--- src/nbr_pkg.sv ---
package nbr_pkg;

   // Request kinds.
   localparam logic [1:0] REQ_TICK  = 2'd0;
   localparam logic [1:0] REQ_SYNC  = 2'd1;
   localparam logic [1:0] REQ_RESET = 2'd2;
   localparam logic [1:0] REQ_LOAD  = 2'd3;

   // Bus phase codes.
   localparam logic [2:0] PH_IDLE  = 3'd0;
   localparam logic [2:0] PH_SLOW  = 3'd1;
   localparam logic [2:0] PH_SMID  = 3'd2;
   localparam logic [2:0] PH_SHIGH = 3'd3;
   localparam logic [2:0] PH_DHI   = 3'd4;
   localparam logic [2:0] PH_DLO   = 3'd5;
   localparam logic [2:0] PH_POST  = 3'd6;

   localparam int ROM_ADDR_W = 8;
   localparam int ROM_DEPTH  = 1 << ROM_ADDR_W;

   typedef struct packed {
      logic                  en;
      logic [ROM_ADDR_W-1:0] addr;
      logic [7:0]            data;
   } rom_wr_type;

   typedef struct packed {
      logic       active;
      logic [3:0] nibble;
   } drive_type;

   // Contents of an entry that has never been loaded since reset.
   function automatic logic [7:0] fixture_byte(input logic [ROM_ADDR_W-1:0] addr);
      logic [7:0] b;
      b = 8'h00;
      if (addr[ROM_ADDR_W-1:4] == '0) begin
         case (addr[3:0])
            4'h0: b = 8'h12;
            4'h1: b = 8'h34;
            4'h2: b = 8'h56;
            4'h3: b = 8'h78;
            4'h4: b = 8'h9A;
            4'h5: b = 8'hBC;
            4'h6: b = 8'hDE;
            4'h7: b = 8'hF0;
            4'h8: b = 8'h11;
            4'h9: b = 8'h22;
            4'hA: b = 8'h33;
            4'hB: b = 8'h44;
            4'hC: b = 8'h55;
            4'hD: b = 8'h66;
            4'hE: b = 8'h77;
            4'hF: b = 8'h88;
            default: b = 8'h00;
         endcase
      end
      return b;
   endfunction

endpackage

--- src/nbr_rom.sv ---
module nbr_rom (
   input  logic                           clock,
   input  logic                           reset,
   input  nbr_pkg::rom_wr_type            wr,
   input  logic [nbr_pkg::ROM_ADDR_W-1:0] rd_addr,
   output logic [7:0]                     rd_byte
);

   logic [7:0]                     mem_ff [nbr_pkg::ROM_DEPTH];
   logic [nbr_pkg::ROM_DEPTH-1:0]  valid_ff;
   logic [7:0]                     rd_data_ff;
   logic                           rd_valid_ff;
   logic                           hit_ff;
   logic [7:0]                     wr_data_ff;
   logic [nbr_pkg::ROM_ADDR_W-1:0] addr_ff;

   always_ff @(posedge clock) begin
      if (wr.en) begin
         mem_ff[wr.addr] <= wr.data;
      end
      rd_data_ff <= mem_ff[rd_addr];
      wr_data_ff <= wr.data;
   end

   always_ff @(posedge clock) begin
      if (reset) begin
         valid_ff    <= '0;
         rd_valid_ff <= 1'b0;
         hit_ff      <= 1'b0;
         addr_ff     <= '0;
      end else begin
         if (wr.en) begin
            valid_ff[wr.addr] <= 1'b1;
         end
         rd_valid_ff <= valid_ff[rd_addr];
         hit_ff      <= wr.en && (wr.addr == rd_addr);
         addr_ff     <= rd_addr;
      end
   end

   // A write to the address being read in the same cycle is forwarded.
   assign rd_byte = hit_ff      ? wr_data_ff :
                    rd_valid_ff ? rd_data_ff : nbr_pkg::fixture_byte(addr_ff);

endmodule

--- src/nbr_seq.sv ---
module nbr_seq (
   input  logic                           clock,
   input  logic                           reset,
   input  logic                           go,
   input  logic [1:0]                     req_kind,
   input  logic [3:0]                     nibble,
   input  logic [7:0]                     load_address,
   input  logic [7:0]                     load_byte,
   input  logic [3:0]                     chip_number,
   input  logic [7:0]                     rom_byte,
   output nbr_pkg::rom_wr_type            rom_wr,
   output logic [nbr_pkg::ROM_ADDR_W-1:0] rom_rd_addr,
   output nbr_pkg::drive_type             drive_next
);

   logic [2:0]         phase_ff, phase_in;
   logic [3:0]         lo_nib_ff, lo_nib_in;
   logic [3:0]         mid_nib_ff, mid_nib_in;
   logic [3:0]         hi_nib_ff, hi_nib_in;
   nbr_pkg::drive_type drive_ff, drive_in;

   always_comb begin
      phase_in    = phase_ff;
      lo_nib_in   = lo_nib_ff;
      mid_nib_in  = mid_nib_ff;
      hi_nib_in   = hi_nib_ff;
      drive_in    = drive_ff;
      rom_wr.en   = 1'b0;
      rom_wr.addr = load_address;
      rom_wr.data = load_byte;
      if (go) begin
         case (req_kind)
            nbr_pkg::REQ_TICK: begin
               case (phase_ff)
                  nbr_pkg::PH_SLOW: begin
                     lo_nib_in = nibble;
                     phase_in  = nbr_pkg::PH_SMID;
                  end
                  nbr_pkg::PH_SMID: begin
                     mid_nib_in = nibble;
                     phase_in   = nbr_pkg::PH_SHIGH;
                  end
                  nbr_pkg::PH_SHIGH, nbr_pkg::PH_DHI: begin
                     if (phase_ff == nbr_pkg::PH_SHIGH) begin
                        hi_nib_in = nibble;
                     end
                     if (hi_nib_in == chip_number) begin
                        drive_in.active = 1'b1;
                        drive_in.nibble = rom_byte[7:4];
                     end else begin
                        drive_in.active = 1'b0;
                     end
                     phase_in = nbr_pkg::PH_DLO;
                  end
                  nbr_pkg::PH_DLO: begin
                     if (hi_nib_ff == chip_number) begin
                        drive_in.active = 1'b1;
                        drive_in.nibble = rom_byte[3:0];
                     end else begin
                        drive_in.active = 1'b0;
                     end
                     phase_in = nbr_pkg::PH_POST;
                  end
                  default: begin
                     // Idle and post phases leave the bus released.
                     drive_in.active = 1'b0;
                  end
               endcase
            end
            nbr_pkg::REQ_SYNC: begin
               phase_in = nbr_pkg::PH_SLOW;
            end
            nbr_pkg::REQ_RESET: begin
               phase_in        = nbr_pkg::PH_IDLE;
               drive_in.active = 1'b0;
            end
            default: begin
               rom_wr.en = 1'b1;
            end
         endcase
      end
   end

   // The ROM is read ahead at the address that will hold after this edge.
   assign rom_rd_addr = {mid_nib_in, lo_nib_in};
   assign drive_next  = drive_in;

   always_ff @(posedge clock) begin
      if (reset) begin
         phase_ff   <= nbr_pkg::PH_IDLE;
         lo_nib_ff  <= '0;
         mid_nib_ff <= '0;
         hi_nib_ff  <= '0;
         drive_ff   <= '0;
      end else begin
         phase_ff   <= phase_in;
         lo_nib_ff  <= lo_nib_in;
         mid_nib_ff <= mid_nib_in;
         hi_nib_ff  <= hi_nib_in;
         drive_ff   <= drive_in;
      end
   end

endmodule

--- src/nibble_bus_rom_phase_machine.sv ---
// A request's response passes through the input register, then the response register,
// and a stalled response holds it there.
// Throughput: one request per cycle unless a response stalls; the ROM read is issued
// early from the next latch values, so drive phases never wait on the memory port.
// Reset: synchronous; clears the phase, address latches, drive state and chip number,
// and marks every ROM entry as holding its power-up contents. No clearing pass is run.
module nibble_bus_rom_phase_machine (
   input  logic       clock,
   input  logic       reset,
   input  logic       req_valid,
   output logic       req_stall,
   input  logic [1:0] req_type,
   input  logic [3:0] req_bus_nibble,
   input  logic [7:0] req_load_address,
   input  logic [7:0] req_load_byte,
   output logic       rsp_valid,
   input  logic       rsp_stall,
   output logic       rsp_bus_drive,
   output logic [3:0] rsp_bus_value,
   input  logic       csr_valid,
   output logic       csr_ready,
   input  logic [3:0] csr_chip_number
);

   logic       in_valid_ff, in_valid_in;
   logic [1:0] in_kind_ff;
   logic [3:0] in_nibble_ff;
   logic [7:0] in_addr_ff;
   logic [7:0] in_byte_ff;
   logic       rsp_valid_ff, rsp_valid_in;
   logic       rsp_drive_ff;
   logic [3:0] rsp_value_ff;
   logic [3:0] chip_ff;
   logic       advance;
   logic       go;
   logic       accept;

   nbr_pkg::rom_wr_type            rom_wr;
   logic [nbr_pkg::ROM_ADDR_W-1:0] rom_rd_addr;
   logic [7:0]                     rom_byte;
   nbr_pkg::drive_type             drive_next;

   assign advance   = !rsp_valid_ff || !rsp_stall;
   assign go        = in_valid_ff && advance;
   assign req_stall = in_valid_ff && !advance;
   assign accept    = req_valid && !req_stall;
   assign csr_ready = 1'b1;

   always_comb begin
      in_valid_in = in_valid_ff;
      if (accept) begin
         in_valid_in = 1'b1;
      end else if (go) begin
         in_valid_in = 1'b0;
      end
      rsp_valid_in = rsp_valid_ff;
      if (go) begin
         rsp_valid_in = 1'b1;
      end else if (!rsp_stall) begin
         rsp_valid_in = 1'b0;
      end
   end

   always_ff @(posedge clock) begin
      if (reset) begin
         in_valid_ff  <= 1'b0;
         rsp_valid_ff <= 1'b0;
         chip_ff      <= '0;
      end else begin
         in_valid_ff  <= in_valid_in;
         rsp_valid_ff <= rsp_valid_in;
         if (csr_valid && csr_ready) begin
            chip_ff <= csr_chip_number;
         end
      end
   end

   always_ff @(posedge clock) begin
      if (accept) begin
         in_kind_ff   <= req_type;
         in_nibble_ff <= req_bus_nibble;
         in_addr_ff   <= req_load_address;
         in_byte_ff   <= req_load_byte;
      end
      if (go) begin
         rsp_drive_ff <= drive_next.active;
         rsp_value_ff <= drive_next.active ? drive_next.nibble : 4'h0;
      end
   end

   nbr_seq u_seq (
      .clock        (clock),
      .reset        (reset),
      .go           (go),
      .req_kind     (in_kind_ff),
      .nibble       (in_nibble_ff),
      .load_address (in_addr_ff),
      .load_byte    (in_byte_ff),
      .chip_number  (chip_ff),
      .rom_byte     (rom_byte),
      .rom_wr       (rom_wr),
      .rom_rd_addr  (rom_rd_addr),
      .drive_next   (drive_next)
   );

   nbr_rom u_rom (
      .clock   (clock),
      .reset   (reset),
      .wr      (rom_wr),
      .rd_addr (rom_rd_addr),
      .rd_byte (rom_byte)
   );

   assign rsp_valid     = rsp_valid_ff;
   assign rsp_bus_drive = rsp_drive_ff;
   assign rsp_bus_value = rsp_value_ff;

endmodule

--- config.mk ---
export PLATFORM = sky130hd
export DESIGN_NAME = nibble_bus_rom_phase_machine
export DESIGN_NICKNAME = d
export VERILOG_FILES = /design/src/nbr_pkg.sv /design/src/nbr_rom.sv /design/src/nbr_seq.sv /design/src/nibble_bus_rom_phase_machine.sv
export SDC_FILE = /design/constraint.sdc
export NUM_CORES = 2
export LEC_CHECK = 0
export ABC_AREA = 0
export BUFFER_PORTS_ARGS = -buffer_cell sky130_fd_sc_hd__buf_4
export CAP_MARGIN = 10
export CORE_MARGIN = 4
export CORE_UTILIZATION = 30
export CTS_CLUSTER_SIZE = 10
export DETAILED_ROUTE_END_ITERATION = 10
export PLACE_DENSITY = 0.4
export SYNTH_ARGS = -nofsm -noshare
export SYNTH_HDL_FRONTEND = slang
export SYNTH_SLANG_ARGS = --single-unit
--- constraint.sdc ---
create_clock -name clock -period 4.75 [get_ports clock]
set_input_delay 1.1875 -clock clock [delete_from_list [all_inputs] [get_ports clock]]
set_output_delay 1.1875 -clock clock [all_outputs]
set_load 0.05 [all_outputs]
---- After elaboration in Yosys (flattened, before gate mapping) ----
Memories as Yosys holds them, arrays and structs flattened. A register that Yosys moved wholly into a read port is not among the register bits.
Index checks and enable logic that the tools add are counted.
word-level totals
  memory bits (writable) .................. 2048
  memories kept ........................... 2
  ROM bits ................................ 128
  bits of input ports ..................... 31
  flip-flop bits (word level) ............. 327
  logic and storage cells ................. 94
cells by class
  mux-type cells .......................... 37
  reduce and logical (&&, ||, !) cells .... 19
  order comparisons ....................... 3
  bitwise logic cells ..................... 1
  eq/ne operators ......................... 12
memory list
  memory            words  width  read ports  clocked after memory_dff  wr ports  RTL line       RTL
  u_rom.mem_ff      256    8      1           1                         1         nbr_rom.sv:9   logic [7:0] mem_ff [nbr_pkg::ROM_DEPTH];
  (name not given)  16     8      1           1                         0         nbr_pkg.sv:37  case (addr[3:0])
operators with widths
  operator            count
  $or 256x256->256    1
  $mux 4              14
  $mux 8              3
  $lt 8x9->1 const B  2
  $mux 1              12
  $pmux 3 s4          1
  $pmux 3 s3          1
  $bmux 1 s8          1
  $demux 1 s8         1
  $eq 4x4->1          2
  $eq 8x8->1          1
  $ge 8x1->1 const B  1
  $pmux 4 s2          1
  $eq 3x2->1 const B  2
  $eq 3x3->1 const B  2
  $reduce_and 3->1    2
  $logic_and 1x1->1   5
  $mux 5              1
  $ne 5x5->1 const B  1
  $logic_not 1->1     4
  $logic_not 4->1     1
  $reduce_or 2->1     2
  $eq 3x1->1 const B  1
  $pmux 1 s3          1
  9 further kinds     9

---- Logic depth before layout (Yosys ltp) ----
  depth after elaboration ................. 10
  mapped depth ............................ 17
  mapped depth without buffers ............ 11

---- By module ----
Synthesis repeated with hierarchy kept, for this count alone.
unflattened totals
  cells, all modules ...................... 4848
  area, all modules ....................... 91303.8 um2
modules (own cells, without submodules)
  module                        sequential area each (um2)  area an instance (um2)  instances  cells an instance
  nbr_rom                       67224.5                     88815.2                 1          4626
  nbr_seq                       400.4                       1417.6                  1          166
  nibble_bus_rom_phase_machine  930.9                       1071.0                  1          56

---- Worst setup path before layout ----
No wires, ideal clock.
  kind .................................... reg-to-reg
  start point ............................. register in_byte_ff[0]
  end point ............................... memory u_rom.mem_ff[0][0] (data pin)
  data arrival time ....................... 3238 ps
  cell stages (with the launch flop) ...... 1
  slack ................................... 692 ps
  path through ............................ edfxtp_1
RTL lines
  what                    RTL line                            RTL
  start, declared         nibble_bus_rom_phase_machine.sv:29  logic [7:0] in_byte_ff;
  start signal, assigned  nibble_bus_rom_phase_machine.sv:83  in_byte_ff <= req_load_byte;
  end, declared           nbr_rom.sv:9
No word-level cell before the write port.

---- Final worst setup path ----
  start point ............................. register in_kind_ff[0]
  end point ............................... register u_rom.rd_data_ff[7], read port of u_rom.mem_ff
between the ends
  cells in the longest elaborated chain, start to end .. 3
  elaborated cells on any way between the ends .. 5
  those cells by class .................... mux: 4; reduce/logical: 1
RTL lines
  what                    RTL line                            RTL
  start, declared         nibble_bus_rom_phase_machine.sv:26  logic [1:0] in_kind_ff;
  start signal, assigned  nibble_bus_rom_phase_machine.sv:80  in_kind_ff <= req_type;
  $logic_not 2->1 *       nbr_seq.sv:32                       case (req_kind)
  $mux 4                  nbr_seq.sv:32
  $mux 4                  nbr_seq.sv:31                       if (go) begin
  end, declared           nbr_rom.sv:11                       logic [7:0] rd_data_ff;
Mark *: on every way between the ends. The rest lies on a longest branch, timed or not.
A chain may end at the register's enable or synchronous reset.

==> summary.md <==
| Metric | Value |
|---|---|
| Normalized max-slew margin | `20.2%` |
| Hold path depth | `1` |
| Num Clock Sinks | `2383` |
| Avg Vias per Cell | `4.98` |
| CTS tree | `done` |
| GPL Wtd Cong | `0.825` |
| Largest cells by area after synthesis | `edfxtp_1 67%, mux4_2 8.5%, dfxtp_1 6.7%, nor2_1 3.2%, nand2_1 3.1%` |
| Ys Warns | `0` |
| Cell Area, Placed | `0.102 sq mm` |
| Maximum vdd drop | `0.000262 V` |
| GRT overflow | `0` |
| Final hold viol count | `0` |
| Detail Route Antenna Nets | `0` |
| Final min period | `4640 ps` |
| Starting Density | `30.2%` |
| Pwr/cell area | `398 mW/mm^2` |
| Setup CP Type | `reg -> reg` |
| TritonCTS Buffers | `286` |
| Asr flop ratio synth | `0%` |
| Worst slew pin tran | `1200 ps` |
| R2r worst-path depth | `16` |
| Setup Viol. Count Final | `0` |
| WP data required | `5510 ps` |
| Total power | `44.0 mW` |
| Vias in the first global route | `54200` |
| Synth area leader | `edfxtp_1` |
| Final period utilization | `97.7%` |
| Die Wd | `563 microns` |
| Avg Synthesized Cell Area | `15.7 sq um` |
| Core Footprint | `0.306 sq mm` |
| Initial antenna violation count | `21` |
| Net count after synthesis | `5915` |
| Status | `finished clean` |
| Max Cap Viol | `0` |
| Critical R2R Launch | `in_kind_ff[0]` |
| Reg2reg setup slack | `110 ps` |
| H-tree Lvls | `5` |
| Distinct cells, synth | `77` |
| Post-Syn Instances | `5878` |
| Synth top area share | `67.5%` |
| Pre-CTS setup slack | `-1150 ps` |
| Dpl cells | `10300` |
| Die Y-Extent | `563 microns` |
| Wire per inst | `28.3 microns` |
| Worst Skew | `70.2 ps` |
| Slew Limit Fails | `0` |
| CP Capture Type | `flip-flop` |
| Util after Layout | `36.2%` |
| Final Cell Area | `0.111 sq mm` |
| HP Class | `in -> reg` |
| Layout Nets | `6515` |
| Final cell count without fillers | `10800` |
| 1st-pass router iterations | `6` |
| Max Buffers Root-to-Sink | `4` |
| Layout cells sized above 1 | `21.5%` |
| CP startpoint kind | `flip-flop` |
| Die area | `0.317 sq mm` |
| Top_reg_cell synth | `edfxtp_1` |
| Critical R2R Capture | `u_rom.rd_data_ff[7]` |
| Clock Latency Late Sink | `910 ps` |
| First-pass GRT wire length | `430000 microns` |
| I/O pins | `39` |
| Worst hold endpoint | `in_addr_ff[4]` |
| Hold buffers post-CTS | `0` |
| Setup TNS | `0 ps` |
| Post-route DRC | `0` |
| Final wirelength | `306000 microns` |
| Largest net degree at the start of global routing | `170` |
| Fmax | `216 MHz` |
| Largest fanout on the critical path | `19` |
| Total number of vias | `53800` |
| Clock-pin slew on the worst setup and hold paths | `60 ps` |
| Root Buffer | `clkbuf_16` |
| Setup slack after layout | `110 ps` |
| Synth Cell Area | `0.0923 sq mm` |
| Flops & latches, synth | `2383` |
| Worst hold slack | `458 ps` |
| I/O Buffers | `37` |
| Crit path DAT | `5400 ps` |
| RSZ-0062 raised after global routing | `false` |
| Global Route Usage Sum | `19.0%` |
| Fillers | `29000` |
| Std-Cell Rows | `203` |
| Leak Pwr | `35.9 nW` |
| Area growth syn-to-layout | `20.0%` |
| HPWL after DPL | `194000 microns` |
| EDFF count, synth | `2075` |
| Hold Startpoint | `req_load_address[4]` |
| Initial drt markers | `5064` |
| Sequential area share after synthesis | `74.2%` |
power by group:
group	switching (mW)	total (mW)	leakage, nW	internal, mW
clock	8.73	20.4	4.09	11.7
sequential	0.0514	22.8	21.1	22.8
combinational	0.631	0.779	10.7	0.148
flip-flops by register name (all words and copies together), names as in the netlist, named ones only:
register and cells:
u_rom.mem_ff 2048, u_rom.valid_ff 256, in_addr_ff 8, in_byte_ff 8, u_rom.rd_data_ff 8, u_rom.wr_data_ff 8
u_seq.drive_ff 5, chip_ff 4, in_nibble_ff 4, rsp_bus_value 4, u_seq.hi_nib_ff 4, u_seq.mid_nib_ff 4
u_seq.lo_nib_ff 3, u_seq.phase_ff 3, in_kind_ff 2, in_valid_ff 1, rsp_bus_drive 1, rsp_valid 1
u_rom.addr_ff 1, u_rom.hit_ff 1, u_rom.rd_valid_ff 1
cell usage in the layout (no fill, tap or decap), types with 8 or more instances in the layout:
master     instances
a211oi_1          10
nor4_1           125
buf_4            585
inv_1             19
edfxtp_1        2075
nor3_1            11
a32oi_1           10
nor4_2             8
mux4_2           349
clkbuf_1         171
a22oi_1          112
buf_12            84
clkbuf_8          14
nand4_1            8
xnor2_1           11
mux4_1             8
nand2b_1          12
nand2_1          761
mux2_2             8
o21ba_2           28
a21oi_1          417
a31oi_1           19
dfxtp_1          308
o21ai_0           30
a2111oi_0         10
o221ai_1          35
nand3_1           17
o22ai_1           65
clkinv_1           8
mux2i_1          143
nor2b_1           11
nor2_1           783
clkbuf_16        290
final cells by class:
type,instances,area [sq um],area share [%]
repair buffers,671,6090,5.50
well taps,4100,5130,4.63
flip-flops and latches,2383,68500,61.8
inverters,20,75.1,0.0678
clock inverters,33,497,0.448
clock buffers,475,8090,7.31
multi-input cells,3116,22400,20.2
diodes,5,12.5,0.0113
kinds of logic (layout without fill, tap and decap cells):
family / count (synthesis) / after routing / synth area share (%)
AOI/OAI and AO/OA: 790 / 790 / 5.34
xor gates and xnor gates: 16 / 16 / 0.152
adders and majority gates: 6 / 6 / 0.0813
buffers and inverters: 379 / 1199 / 1.87
DFF: 2383 / 2383 / 74.2
muxes: 512 / 512 / 10.4
other: 1 / 6 / 0.00406
and+or+nand+nor: 1791 / 1791 / 7.94
synthesized netlist by cell type (4+ instances only):
cell type  count
a2111oi_0     11
a211oi_1      10
a21oi_1      417
a22o_1         5
a22oi_1      112
a31oi_1       21
a32oi_1       10
and2_1         6
and3_1         4
buf_1         37
buf_2         96
buf_4         30
buf_6          9
clkbuf_1     187
dfxtp_1      308
edfxtp_1    2075
ha_1           6
inv_1         19
mux2_2         8
mux2i_1      147
mux4_1         8
mux4_2       349
nand2_1      774
nand2b_1      12
nand3_1       23
nand4_1        8
nor2_1       784
nor2b_1       12
nor3_1        11
nor4_1       132
o21a_1         4
o21ai_0       30
o21ba_2       28
o221ai_1      35
o22ai_1       66
o31a_1         4
or3_1          4
or4_1          4
xnor2_1       11
xor2_1         5
how the worst max path moves through the flow:
| stage | to | startpoint | slack [ps] |
|---|---|---|---|
| 6_report | u_rom.rd_data_ff[7] | in_kind_ff[0] | 110 |
| 5_1_grt | u_rom.rd_data_ff[7] | in_kind_ff[0] | 30 |
| 2_1_floorplan | u_rom.mem_ff[0][0] | in_byte_ff[0] | 690 |
| 3_3_place_gp | u_rom.rd_data_ff[7] | rsp_stall | -1100 |
| 4_1_cts | u_rom.rd_data_ff[7] | u_seq.phase_ff[0] | 10 |
| 3_5_place_dp | u_rom.rd_data_ff[7] | rsp_stall | -1150 |
worst max-delay path: stages, from the launching register on:
cell and delay [ps]:
edfxtp_1 460, inv_1 100, ha_1 240, buf_4 220
nand3_2 190, buf_4 240, or3_1 120, o31a_2 390
buf_12 240, buf_4 180, a21oi_1 70, nor4_2 490
buf_4 200, o221ai_1 200, nor4_2 780, buf_4 270
nor4_1 60
layer usage:
metal	part of all wire (%)	vias to the layer above	wire length, microns	track usage, %
met5	0	-	0	0
met4	3.1	0	9500	5.54
met3	4.5	394	13700	2.32
met2	47	1382	144000	30.6
met1	45	28300	138000	26.9
li1	-	23700	-	-
what timing repair did:
item | in CTS | in global routing
buffers inserted | 0 | 0
resized for setup | 5 | 1
setup endpoints to repair | 4 | 2
No activity file was read; power rests on OpenSTA's default activity.
